$ cat src/hw/rtl/lcg64_random_unit_defines.svh
// Assertion macros used by the random unit top level.
`ifndef LCG64_RANDOM_UNIT_DEFINES_SVH
`define LCG64_RANDOM_UNIT_DEFINES_SVH

`ifndef SYNTHESIS
`define LCG_ASSERT(name, prop) \
  name: assert property (@(posedge clk_i) disable iff (!rst_ni) prop) \
    else $error("lcg64 assertion failed");
`define LCG_NEVER(name, expr) \
  name: assert property (@(posedge clk_i) disable iff (!rst_ni) !(expr)) \
    else $error("lcg64 forbidden condition seen");
`else
`define LCG_ASSERT(name, prop)
`define LCG_NEVER(name, expr)
`endif

`endif

$ cat src/hw/rtl/lcg64ru_pkg.sv
package lcg64ru_pkg;

  localparam int unsigned LcgW      = 64;
  localparam int unsigned MulDigitW = 16;
  localparam int unsigned MulSteps  = LcgW / MulDigitW;
  localparam int unsigned MulCntW   = $clog2(MulSteps);
  localparam int unsigned DivCntW   = $clog2(LcgW);

  localparam int unsigned GaussW     = 56;
  localparam int unsigned FracW      = 52;
  localparam int unsigned Frac52Lsb  = LcgW - FracW;
  localparam int unsigned Frac23W    = 23;
  localparam int unsigned Frac23Lsb  = 9;
  localparam int unsigned GaussTerms = 12;
  localparam int unsigned GaussCntW  = $clog2(GaussTerms);

  localparam logic [LcgW-1:0]   LcgMul  = 64'haeb0_f5ce_cc1f_12ed;
  localparam logic [LcgW-1:0]   LcgAdd  = 64'hcda7_228a_2dfd_0e8b;
  localparam logic [LcgW-1:0]   AllOnes = '1;
  localparam logic [GaussW-1:0] SixQ52  = GaussW'(6) << FracW;

  typedef enum logic [2:0] {
    CmdSeed      = 3'd0,
    CmdRaw       = 3'd1,
    CmdRange     = 3'd2,
    CmdBetween   = 3'd3,
    CmdUniform52 = 3'd4,
    CmdUniform23 = 3'd5,
    CmdGauss52   = 3'd6,
    CmdGauss23   = 3'd7
  } cmd_e;

  typedef enum logic [2:0] {
    StIdle,
    StLimit,
    StStep,
    StMod,
    StFinish
  } state_e;

  typedef struct packed {
    logic            start;
    logic [LcgW-1:0] operand;
  } mul_req_t;

  typedef struct packed {
    logic            busy;
    logic            done;
    logic [LcgW-1:0] result;
  } mul_rsp_t;

  typedef struct packed {
    logic            start;
    logic [LcgW-1:0] dividend;
    logic [LcgW-1:0] divisor;
  } div_req_t;

  typedef struct packed {
    logic            busy;
    logic            done;
    logic [LcgW-1:0] remainder;
  } div_rsp_t;

endpackage

$ cat src/hw/rtl/lcg64ru_mul.sv
module lcg64ru_mul (
  input  logic                  clk_i,
  input  logic                  rst_ni,
  input  lcg64ru_pkg::mul_req_t req_i,
  output lcg64ru_pkg::mul_rsp_t rsp_o
);

  logic                                busy_q, busy_d;
  logic                                done_q, done_d;
  logic [lcg64ru_pkg::MulCntW-1:0]     step_q, step_d;
  logic [lcg64ru_pkg::LcgW-1:0]        acc_q, acc_d;
  logic [lcg64ru_pkg::LcgW-1:0]        mcand_q, mcand_d;
  logic [lcg64ru_pkg::LcgW-1:0]        mplier_q, mplier_d;
  logic [lcg64ru_pkg::LcgW-1:0]        partial;

  // One digit of the state times the shifted multiplier constant, kept modulo 2^64.
  assign partial = mcand_q *
      {{(lcg64ru_pkg::LcgW - lcg64ru_pkg::MulDigitW){1'b0}},
       mplier_q[lcg64ru_pkg::MulDigitW-1:0]};

  always_comb begin
    busy_d   = busy_q;
    done_d   = 1'b0;
    step_d   = step_q;
    acc_d    = acc_q;
    mcand_d  = mcand_q;
    mplier_d = mplier_q;
    if (req_i.start) begin
      busy_d   = 1'b1;
      step_d   = '0;
      acc_d    = lcg64ru_pkg::LcgAdd;
      mcand_d  = lcg64ru_pkg::LcgMul;
      mplier_d = req_i.operand;
    end else if (busy_q) begin
      acc_d    = acc_q + partial;
      mcand_d  = mcand_q << lcg64ru_pkg::MulDigitW;
      mplier_d = mplier_q >> lcg64ru_pkg::MulDigitW;
      step_d   = step_q + 1'b1;
      if (step_q == lcg64ru_pkg::MulCntW'(lcg64ru_pkg::MulSteps - 1)) begin
        busy_d = 1'b0;
        done_d = 1'b1;
      end
    end
  end

  always_ff @(posedge clk_i or negedge rst_ni) begin
    if (!rst_ni) begin
      busy_q <= 1'b0;
      done_q <= 1'b0;
      step_q <= '0;
    end else begin
      busy_q <= busy_d;
      done_q <= done_d;
      step_q <= step_d;
    end
  end

  always_ff @(posedge clk_i) begin
    acc_q    <= acc_d;
    mcand_q  <= mcand_d;
    mplier_q <= mplier_d;
  end

  assign rsp_o.busy   = busy_q;
  assign rsp_o.done   = done_q;
  assign rsp_o.result = acc_q;

endmodule

$ cat src/hw/rtl/lcg64ru_div.sv
module lcg64ru_div (
  input  logic                  clk_i,
  input  logic                  rst_ni,
  input  lcg64ru_pkg::div_req_t req_i,
  output lcg64ru_pkg::div_rsp_t rsp_o
);

  logic                            busy_q, busy_d;
  logic                            done_q, done_d;
  logic [lcg64ru_pkg::DivCntW-1:0] cnt_q, cnt_d;
  logic [lcg64ru_pkg::LcgW-1:0]    rem_q, rem_d;
  logic [lcg64ru_pkg::LcgW-1:0]    dvd_q, dvd_d;
  logic [lcg64ru_pkg::LcgW-1:0]    dsr_q, dsr_d;
  logic [lcg64ru_pkg::LcgW:0]      trial;
  logic [lcg64ru_pkg::LcgW:0]      diff;

  // Restoring division, one dividend bit per cycle; only the remainder is kept.
  assign trial = {rem_q, dvd_q[lcg64ru_pkg::LcgW-1]};
  assign diff  = trial - {1'b0, dsr_q};

  always_comb begin
    busy_d = busy_q;
    done_d = 1'b0;
    cnt_d  = cnt_q;
    rem_d  = rem_q;
    dvd_d  = dvd_q;
    dsr_d  = dsr_q;
    if (req_i.start) begin
      busy_d = 1'b1;
      cnt_d  = '0;
      rem_d  = '0;
      dvd_d  = req_i.dividend;
      dsr_d  = req_i.divisor;
    end else if (busy_q) begin
      rem_d = diff[lcg64ru_pkg::LcgW] ? trial[lcg64ru_pkg::LcgW-1:0]
                                      : diff[lcg64ru_pkg::LcgW-1:0];
      dvd_d = dvd_q << 1;
      cnt_d = cnt_q + 1'b1;
      if (cnt_q == lcg64ru_pkg::DivCntW'(lcg64ru_pkg::LcgW - 1)) begin
        busy_d = 1'b0;
        done_d = 1'b1;
      end
    end
  end

  always_ff @(posedge clk_i or negedge rst_ni) begin
    if (!rst_ni) begin
      busy_q <= 1'b0;
      done_q <= 1'b0;
      cnt_q  <= '0;
    end else begin
      busy_q <= busy_d;
      done_q <= done_d;
      cnt_q  <= cnt_d;
    end
  end

  always_ff @(posedge clk_i) begin
    rem_q <= rem_d;
    dvd_q <= dvd_d;
    dsr_q <= dsr_d;
  end

  assign rsp_o.busy      = busy_q;
  assign rsp_o.done      = done_q;
  assign rsp_o.remainder = rem_q;

endmodule

$ cat src/hw/rtl/lcg64_random_unit.sv
// Channel  Handshake                 Payload
// in       in_valid_i / in_ready_o   command_i, lower_bound_i, upper_bound_i, seed_value_i
// out      out_valid_o / out_ready_i rand_value_o, gauss_value_o, bound_error_o
//
// Each generator step runs on a 64x16 multiplier, one 16-bit digit of the state at a time.
// Seed commands and bound errors need no generator step, raw and uniform requests take one,
// Gaussian requests twelve, and ranged requests one per draw until a draw is accepted,
// with one restoring modulo pass before the draws and one after.
// Reset clears the generator state to zero; no clearing pass is needed.
// A finished result waits in the output register while the next command is taken.
`include "lcg64_random_unit_defines.svh"

module lcg64_random_unit (
  input  logic                                 clk_i,
  input  logic                                 rst_ni,
  input  logic                                 in_valid_i,
  output logic                                 in_ready_o,
  input  logic [2:0]                           command_i,
  input  logic [lcg64ru_pkg::LcgW-1:0]         lower_bound_i,
  input  logic [lcg64ru_pkg::LcgW-1:0]         upper_bound_i,
  input  logic [lcg64ru_pkg::LcgW-1:0]         seed_value_i,
  output logic                                 out_valid_o,
  input  logic                                 out_ready_i,
  output logic [lcg64ru_pkg::LcgW-1:0]         rand_value_o,
  output logic signed [lcg64ru_pkg::GaussW-1:0] gauss_value_o,
  output logic                                 bound_error_o
);

  lcg64ru_pkg::state_e               state_q, state_d;
  lcg64ru_pkg::cmd_e                 cmd_q, cmd_d;
  lcg64ru_pkg::cmd_e                 cmd_in;
  logic [lcg64ru_pkg::LcgW-1:0]      lcg_q, lcg_d;
  logic [lcg64ru_pkg::LcgW-1:0]      bound_q, bound_d;
  logic [lcg64ru_pkg::LcgW-1:0]      offset_q, offset_d;
  logic [lcg64ru_pkg::LcgW-1:0]      lim_q, lim_d;
  logic [lcg64ru_pkg::LcgW-1:0]      res_q, res_d;
  logic [lcg64ru_pkg::GaussW-1:0]    sum_q, sum_d;
  logic [lcg64ru_pkg::GaussCntW-1:0] cnt_q, cnt_d;
  logic                              err_q, err_d;
  logic                              out_valid_q, out_valid_d;
  logic [lcg64ru_pkg::LcgW-1:0]      rand_value_q, rand_value_d;
  logic [lcg64ru_pkg::GaussW-1:0]    gauss_value_q, gauss_value_d;
  logic                              bound_error_q, bound_error_d;
  logic [lcg64ru_pkg::LcgW-1:0]      bound_in;
  logic                              err_in;
  logic [lcg64ru_pkg::LcgW-1:0]      step_val;
  logic [lcg64ru_pkg::FracW-1:0]     frac52;
  logic [lcg64ru_pkg::Frac23W-1:0]   frac23;
  lcg64ru_pkg::mul_req_t             mul_req;
  lcg64ru_pkg::mul_rsp_t             mul_rsp;
  lcg64ru_pkg::div_req_t             div_req;
  lcg64ru_pkg::div_rsp_t             div_rsp;

  lcg64ru_mul u_mul (
    .clk_i  (clk_i),
    .rst_ni (rst_ni),
    .req_i  (mul_req),
    .rsp_o  (mul_rsp)
  );

  lcg64ru_div u_div (
    .clk_i  (clk_i),
    .rst_ni (rst_ni),
    .req_i  (div_req),
    .rsp_o  (div_rsp)
  );

  assign cmd_in   = lcg64ru_pkg::cmd_e'(command_i);
  assign bound_in = (cmd_in == lcg64ru_pkg::CmdBetween) ? upper_bound_i - lower_bound_i
                                                         : upper_bound_i;
  assign err_in   = ((cmd_in == lcg64ru_pkg::CmdRange) && (upper_bound_i == '0)) ||
                    ((cmd_in == lcg64ru_pkg::CmdBetween) && (upper_bound_i <= lower_bound_i));

  assign step_val = mul_rsp.result;
  assign frac52   = step_val[lcg64ru_pkg::LcgW-1:lcg64ru_pkg::Frac52Lsb];
  assign frac23   = step_val[lcg64ru_pkg::Frac23Lsb+lcg64ru_pkg::Frac23W-1:
                             lcg64ru_pkg::Frac23Lsb];

  assign in_ready_o = (state_q == lcg64ru_pkg::StIdle);

  always_comb begin
    state_d          = state_q;
    cmd_d            = cmd_q;
    lcg_d            = lcg_q;
    bound_d          = bound_q;
    offset_d         = offset_q;
    lim_d            = lim_q;
    res_d            = res_q;
    sum_d            = sum_q;
    cnt_d            = cnt_q;
    err_d            = err_q;
    out_valid_d      = out_valid_q && !out_ready_i;
    rand_value_d     = rand_value_q;
    gauss_value_d    = gauss_value_q;
    bound_error_d    = bound_error_q;
    mul_req.start    = 1'b0;
    mul_req.operand  = lcg_q;
    div_req.start    = 1'b0;
    div_req.dividend = lcg64ru_pkg::AllOnes;
    div_req.divisor  = bound_q;

    unique case (state_q)
      lcg64ru_pkg::StIdle: begin
        if (in_valid_i) begin
          cmd_d    = cmd_in;
          bound_d  = bound_in;
          offset_d = (cmd_in == lcg64ru_pkg::CmdBetween) ? lower_bound_i : '0;
          res_d    = '0;
          sum_d    = '0;
          cnt_d    = '0;
          err_d    = 1'b0;
          unique case (cmd_in) inside
            lcg64ru_pkg::CmdSeed: begin
              lcg_d   = seed_value_i;
              state_d = lcg64ru_pkg::StFinish;
            end
            lcg64ru_pkg::CmdRange, lcg64ru_pkg::CmdBetween: begin
              if (err_in) begin
                err_d   = 1'b1;
                state_d = lcg64ru_pkg::StFinish;
              end else begin
                div_req.start   = 1'b1;
                div_req.divisor = bound_in;
                state_d         = lcg64ru_pkg::StLimit;
              end
            end
            default: begin
              mul_req.start = 1'b1;
              state_d       = lcg64ru_pkg::StStep;
            end
          endcase
        end
      end

      lcg64ru_pkg::StLimit: begin
        if (div_rsp.done) begin
          // All ones minus the remainder is its bitwise complement.
          lim_d         = ~div_rsp.remainder;
          mul_req.start = 1'b1;
          state_d       = lcg64ru_pkg::StStep;
        end
      end

      lcg64ru_pkg::StStep: begin
        mul_req.operand = step_val;
        if (mul_rsp.done) begin
          lcg_d = step_val;
          unique case (cmd_q) inside
            lcg64ru_pkg::CmdUniform52: begin
              res_d   = lcg64ru_pkg::LcgW'(frac52);
              state_d = lcg64ru_pkg::StFinish;
            end
            lcg64ru_pkg::CmdUniform23: begin
              res_d   = lcg64ru_pkg::LcgW'(frac23);
              state_d = lcg64ru_pkg::StFinish;
            end
            lcg64ru_pkg::CmdRange, lcg64ru_pkg::CmdBetween: begin
              if (step_val >= lim_q) begin
                mul_req.start = 1'b1;
              end else begin
                div_req.start    = 1'b1;
                div_req.dividend = step_val;
                state_d          = lcg64ru_pkg::StMod;
              end
            end
            lcg64ru_pkg::CmdGauss52, lcg64ru_pkg::CmdGauss23: begin
              if (cmd_q == lcg64ru_pkg::CmdGauss52) begin
                sum_d = sum_q + lcg64ru_pkg::GaussW'(frac52);
              end else begin
                sum_d = sum_q + lcg64ru_pkg::GaussW'(
                    {frac23, {(lcg64ru_pkg::FracW - lcg64ru_pkg::Frac23W){1'b0}}});
              end
              cnt_d = cnt_q + 1'b1;
              if (cnt_q == lcg64ru_pkg::GaussCntW'(lcg64ru_pkg::GaussTerms - 1)) begin
                state_d = lcg64ru_pkg::StFinish;
              end else begin
                mul_req.start = 1'b1;
              end
            end
            default: begin
              res_d   = step_val;
              state_d = lcg64ru_pkg::StFinish;
            end
          endcase
        end
      end

      lcg64ru_pkg::StMod: begin
        if (div_rsp.done) begin
          res_d   = div_rsp.remainder + offset_q;
          state_d = lcg64ru_pkg::StFinish;
        end
      end

      lcg64ru_pkg::StFinish: begin
        if (!out_valid_q || out_ready_i) begin
          out_valid_d   = 1'b1;
          rand_value_d  = res_q;
          bound_error_d = err_q;
          if ((cmd_q == lcg64ru_pkg::CmdGauss52) || (cmd_q == lcg64ru_pkg::CmdGauss23)) begin
            gauss_value_d = sum_q - lcg64ru_pkg::SixQ52;
          end else begin
            gauss_value_d = '0;
          end
          state_d = lcg64ru_pkg::StIdle;
        end
      end

      default: begin
        state_d = lcg64ru_pkg::StIdle;
      end
    endcase
  end

  always_ff @(posedge clk_i or negedge rst_ni) begin
    if (!rst_ni) begin
      state_q     <= lcg64ru_pkg::StIdle;
      lcg_q       <= '0;
      out_valid_q <= 1'b0;
    end else begin
      state_q     <= state_d;
      lcg_q       <= lcg_d;
      out_valid_q <= out_valid_d;
    end
  end

  always_ff @(posedge clk_i) begin
    cmd_q         <= cmd_d;
    bound_q       <= bound_d;
    offset_q      <= offset_d;
    lim_q         <= lim_d;
    res_q         <= res_d;
    sum_q         <= sum_d;
    cnt_q         <= cnt_d;
    err_q         <= err_d;
    rand_value_q  <= rand_value_d;
    gauss_value_q <= gauss_value_d;
    bound_error_q <= bound_error_d;
  end

  assign out_valid_o   = out_valid_q;
  assign rand_value_o  = rand_value_q;
  assign gauss_value_o = $signed(gauss_value_q);
  assign bound_error_o = bound_error_q;

  `LCG_NEVER(a_units_exclusive, mul_rsp.busy && div_rsp.busy)
  `LCG_ASSERT(a_err_zero_payload,
      out_valid_o && bound_error_o |-> (rand_value_o == '0) && (gauss_value_o == '0))
  `LCG_ASSERT(a_one_payload_used, out_valid_o && (gauss_value_o != '0) |-> rand_value_o == '0)
  `LCG_ASSERT(a_state_held_idle,
      (state_q == lcg64ru_pkg::StIdle) && !in_valid_i |=> $stable(lcg_q))
  `LCG_ASSERT(a_accepted_below_limit, (state_q == lcg64ru_pkg::StMod) |-> (lcg_q < lim_q))

endmodule
$ cat config.mk
export PLATFORM = sky130hd
export DESIGN_NAME = lcg64_random_unit
export DESIGN_NICKNAME = d
export VERILOG_FILES = /design/src/hw/rtl/lcg64ru_pkg.sv /design/src/hw/rtl/lcg64ru_mul.sv /design/src/hw/rtl/lcg64ru_div.sv /design/src/hw/rtl/lcg64_random_unit.sv
export VERILOG_INCLUDE_DIRS = /design/src /design/src/hw/rtl
export SDC_FILE = /design/constraint.sdc
export NUM_CORES = 2
export LEC_CHECK = 0
export BUFFER_PORTS_ARGS = -buffer_cell sky130_fd_sc_hd__buf_2
export CAP_MARGIN = 20
export CORE_AREA = 2 2 372 374
export CTS_BUF_LIST = sky130_fd_sc_hd__clkbuf_16
export CTS_CLUSTER_DIAMETER = 150
export DETAILED_ROUTE_END_ITERATION = 10
export DIE_AREA = 0 0 374 376
export PLACE_DENSITY_LB_ADDON = 0.05
export REMOVE_ABC_BUFFERS = 1
export SYNTH_ARGS = -nofsm -noshare
export SYNTH_HDL_FRONTEND = slang
export SYNTH_HIERARCHICAL = 1
export SYNTH_SLANG_ARGS = --single-unit
$ cat constraint.sdc
create_clock -name clk_i -period 6.63 [get_ports clk_i]
set_input_delay 1.326 -clock clk_i [delete_from_list [all_inputs] [get_ports clk_i]]
set_output_delay 1.326 -clock clk_i [all_outputs]
set_load 0.02 [all_outputs]
==> results.toml <==
[timing]
fin_crit_sh_pct = 101
fmaxAchievable_mhz = 150
setup_ws_ns = -0.0491
final_max_slew_viol_count = 0
relSlewSlack_pct = 27.8
finClkSkew_ns = 0.0488
setup_viol = 1
period_needed_ns = 6.68
hold_viol = 0
rsz0062_at_grt = "true"
worstMarginPinSlew_ns = 1.08

[outcome]
violations = "setup timing"
outcome = "finished with violations"

[routing]
drt_iter0_markers = 5914
drc = 0
firstDrtPassIters = 6
vias = 60345
route.detailed.wl_per_inst_um = 24.6
viasPerCell = 5.85
ant_nets = 0
routed_wl_um = 254000

[min_path]
min_path_cells = 0
hold_path_class = "reg2reg"
min_from = "res_q[16]$_DFFE_PP_"
min_to = "rand_value_o[16]$_DFFE_PP_"

[worst_setup_path]
slowest_stage = "fa_1"
r2r-end = "u_mul/acc_q[60]$_SDFFE_PP0P_"
path_class = "reg2reg"
cp.depth = 28
r2r-start = "u_mul/mcand_q[45]$_SDFFE_PP1P_"
path_max_fanout = 7
crit_arrival_ns = 7.24
cp_common_cell = "fa_1"
cp-end-kind = "flip-flop"
rrSetupSlack_ns = -0.05
crit_buf_inv = 10
cp_top_family = "adder cells"
start_kind = "flip-flop"
ff2ff_path_depth = 28
cp_slowest_stage_delay_ns = 0.54
cp_data_required_time_ns = 7.19

[layout]
final_nets = 9782
fillers = 11641
areaGrowthSynthToFinish_pct = 13.8
final_cell_area_sq_mm = 0.0852
layout_common_cells = "inv_1 (1,199), nand2_1 (908), edfxtp_1 (633), fa_1 (604), ha_1 (507)"
final_common_cell = "inv_1"
layout-drive-gt1-share_pct = 16.0

[clock_tree]
ctsLongestPathBuffers = 3
clk-insertion-delay-late_ns = 0.74
tritoncts = "done"
path_clk_slew_ns = 0.07
clock_sinks = 853
cts_buffers = 95
cts.htree.levels = 3
holdBufCountCts = 0
clock-root-buffer = "clkbuf_16"

[placed_design]
portBuffers = 321
gp_congestion = 0.992
place_ws_ns = -0.132
dp_hpwl_um = 203000
placed_cell_area_sq_mm = 0.0811

[floorplan]
initial_utilization_pct = 54.8
core.rowCount = 136
die_h_um = 376
design.die.area_sq_mm = 0.141
core_area_sq_mm = 0.137
die_x_um = 374
io_pins = 322

[grt]
antenna_found_initial = 21
grt_overflow = 0
grt_usage_pct = 35.9
grt_max_degree = 156
grt_pass1_vias = 59916
grt_first_pass_wirelength_um = 377000

[yosys]
ys_warn_count = 6
avgSynthCellArea_sq_um = 9.50
synth_cells = 7879
synth_area_sq_mm = 0.0748

[run]
maxCapViolations = 0
## flip-flops by register name, indices dropped and copies added, names as in the netlist, 12 cells and up
register,count
offset_q,64
u_div/dvd_q,64
lim_q,64
sum_q,56
rand_value_o,64
u_mul/mcand_q,12
lcg_q,64
u_mul/acc_q,64
gauss_value_o,56
bound_q,64
u_mul/mplier_q,64
u_div/rem_q,64
u_div/dsr_q,64
res_q,64
## stage by stage
step | std cells | hold slack [ns] | util [%] | setup TNS (ns)
2_1_floorplan | 7532 | 0.400 | - | -1573.86
3_3_place_gp | 10112 | 0.401 | 59.4 | -0.176
3_5_place_dp | 10112 | 0.405 | 59.4 | -0.500
4_1_cts | 10294 | 0.405 | 61.8 | -0.0185
5_1_grt | 10304 | 0.401 | 62.3 | -0.492
6_report | 10312 | 0.412 | 62.3 | -0.0491
## layer usage
metal  global-route usage, %  up-vias  routed length (um)
met3                    5.63      544               19800
met5                       0        -                  34
met4                    17.3        4               13500
met2                    56.4     2587              115000
li1                        -    27833                   -
met1                    48.9    29377              106000
## layout make-up
class | count | area [sq um] | area share (%)
Antenna cell | 11 | 27.5 | 0.0323
Clock buffer | 97 | 2430 | 2.85
Clock inverter | 83 | 744 | 0.874
Inverter | 1195 | 4490 | 5.27
Multi-Input combinational cell | 5484 | 45900 | 53.9
Sequential cell | 853 | 23800 | 28.0
Tap cell | 1794 | 2240 | 2.63
Timing Repair Buffer | 795 | 5540 | 6.50
## worst reg2reg max path, delay by kind of cell, from the launching register on
family | cells | cell delay [ns]
AOI/OAI and AO/OA | 6 | 1.04
and+or+nand+nor | 4 | 0.84
DFF | 1 | 0.37
buffers and inverters | 10 | 1.09
xor gates and xnor gates | 1 | 0.16
adders and majority gates | 7 | 3.02
## what timing repair did
item | CTS | global route
gates resized for setup | 19 | 163
setup buffers | 2 | 7
pin swaps | 6 | 68
endpoints found under the setup margin | 12 | 23
## how the worst max path moves through the flow
stage / startpoint / endpoint / slack, ns
4_1_cts: u_mul/mplier_q[4]$_DFFE_PP_ / u_mul/acc_q[63]$_SDFFE_PP1P_ / -0.02
3_5_place_dp: u_mul/mcand_q[61]$_SDFFE_PP1P_ / u_mul/acc_q[63]$_SDFFE_PP1P_ / -0.13
2_1_floorplan: command_i[1] / u_div/dvd_q[0]$_SDFFCE_PN0P_ / -5.51
3_3_place_gp: u_mul/mcand_q[45]$_SDFFE_PP1P_ / u_mul/acc_q[60]$_SDFFE_PP0P_ / -0.11
6_report: u_mul/mcand_q[45]$_SDFFE_PP1P_ / u_mul/acc_q[60]$_SDFFE_PP0P_ / -0.05
5_1_grt: u_mul/mcand_q[45]$_SDFFE_PP1P_ / u_mul/acc_q[60]$_SDFFE_PP0P_ / -0.17
Power is not shown: default switching activity piles up to over one toggle a cycle in this logic, so the estimate is an artifact.
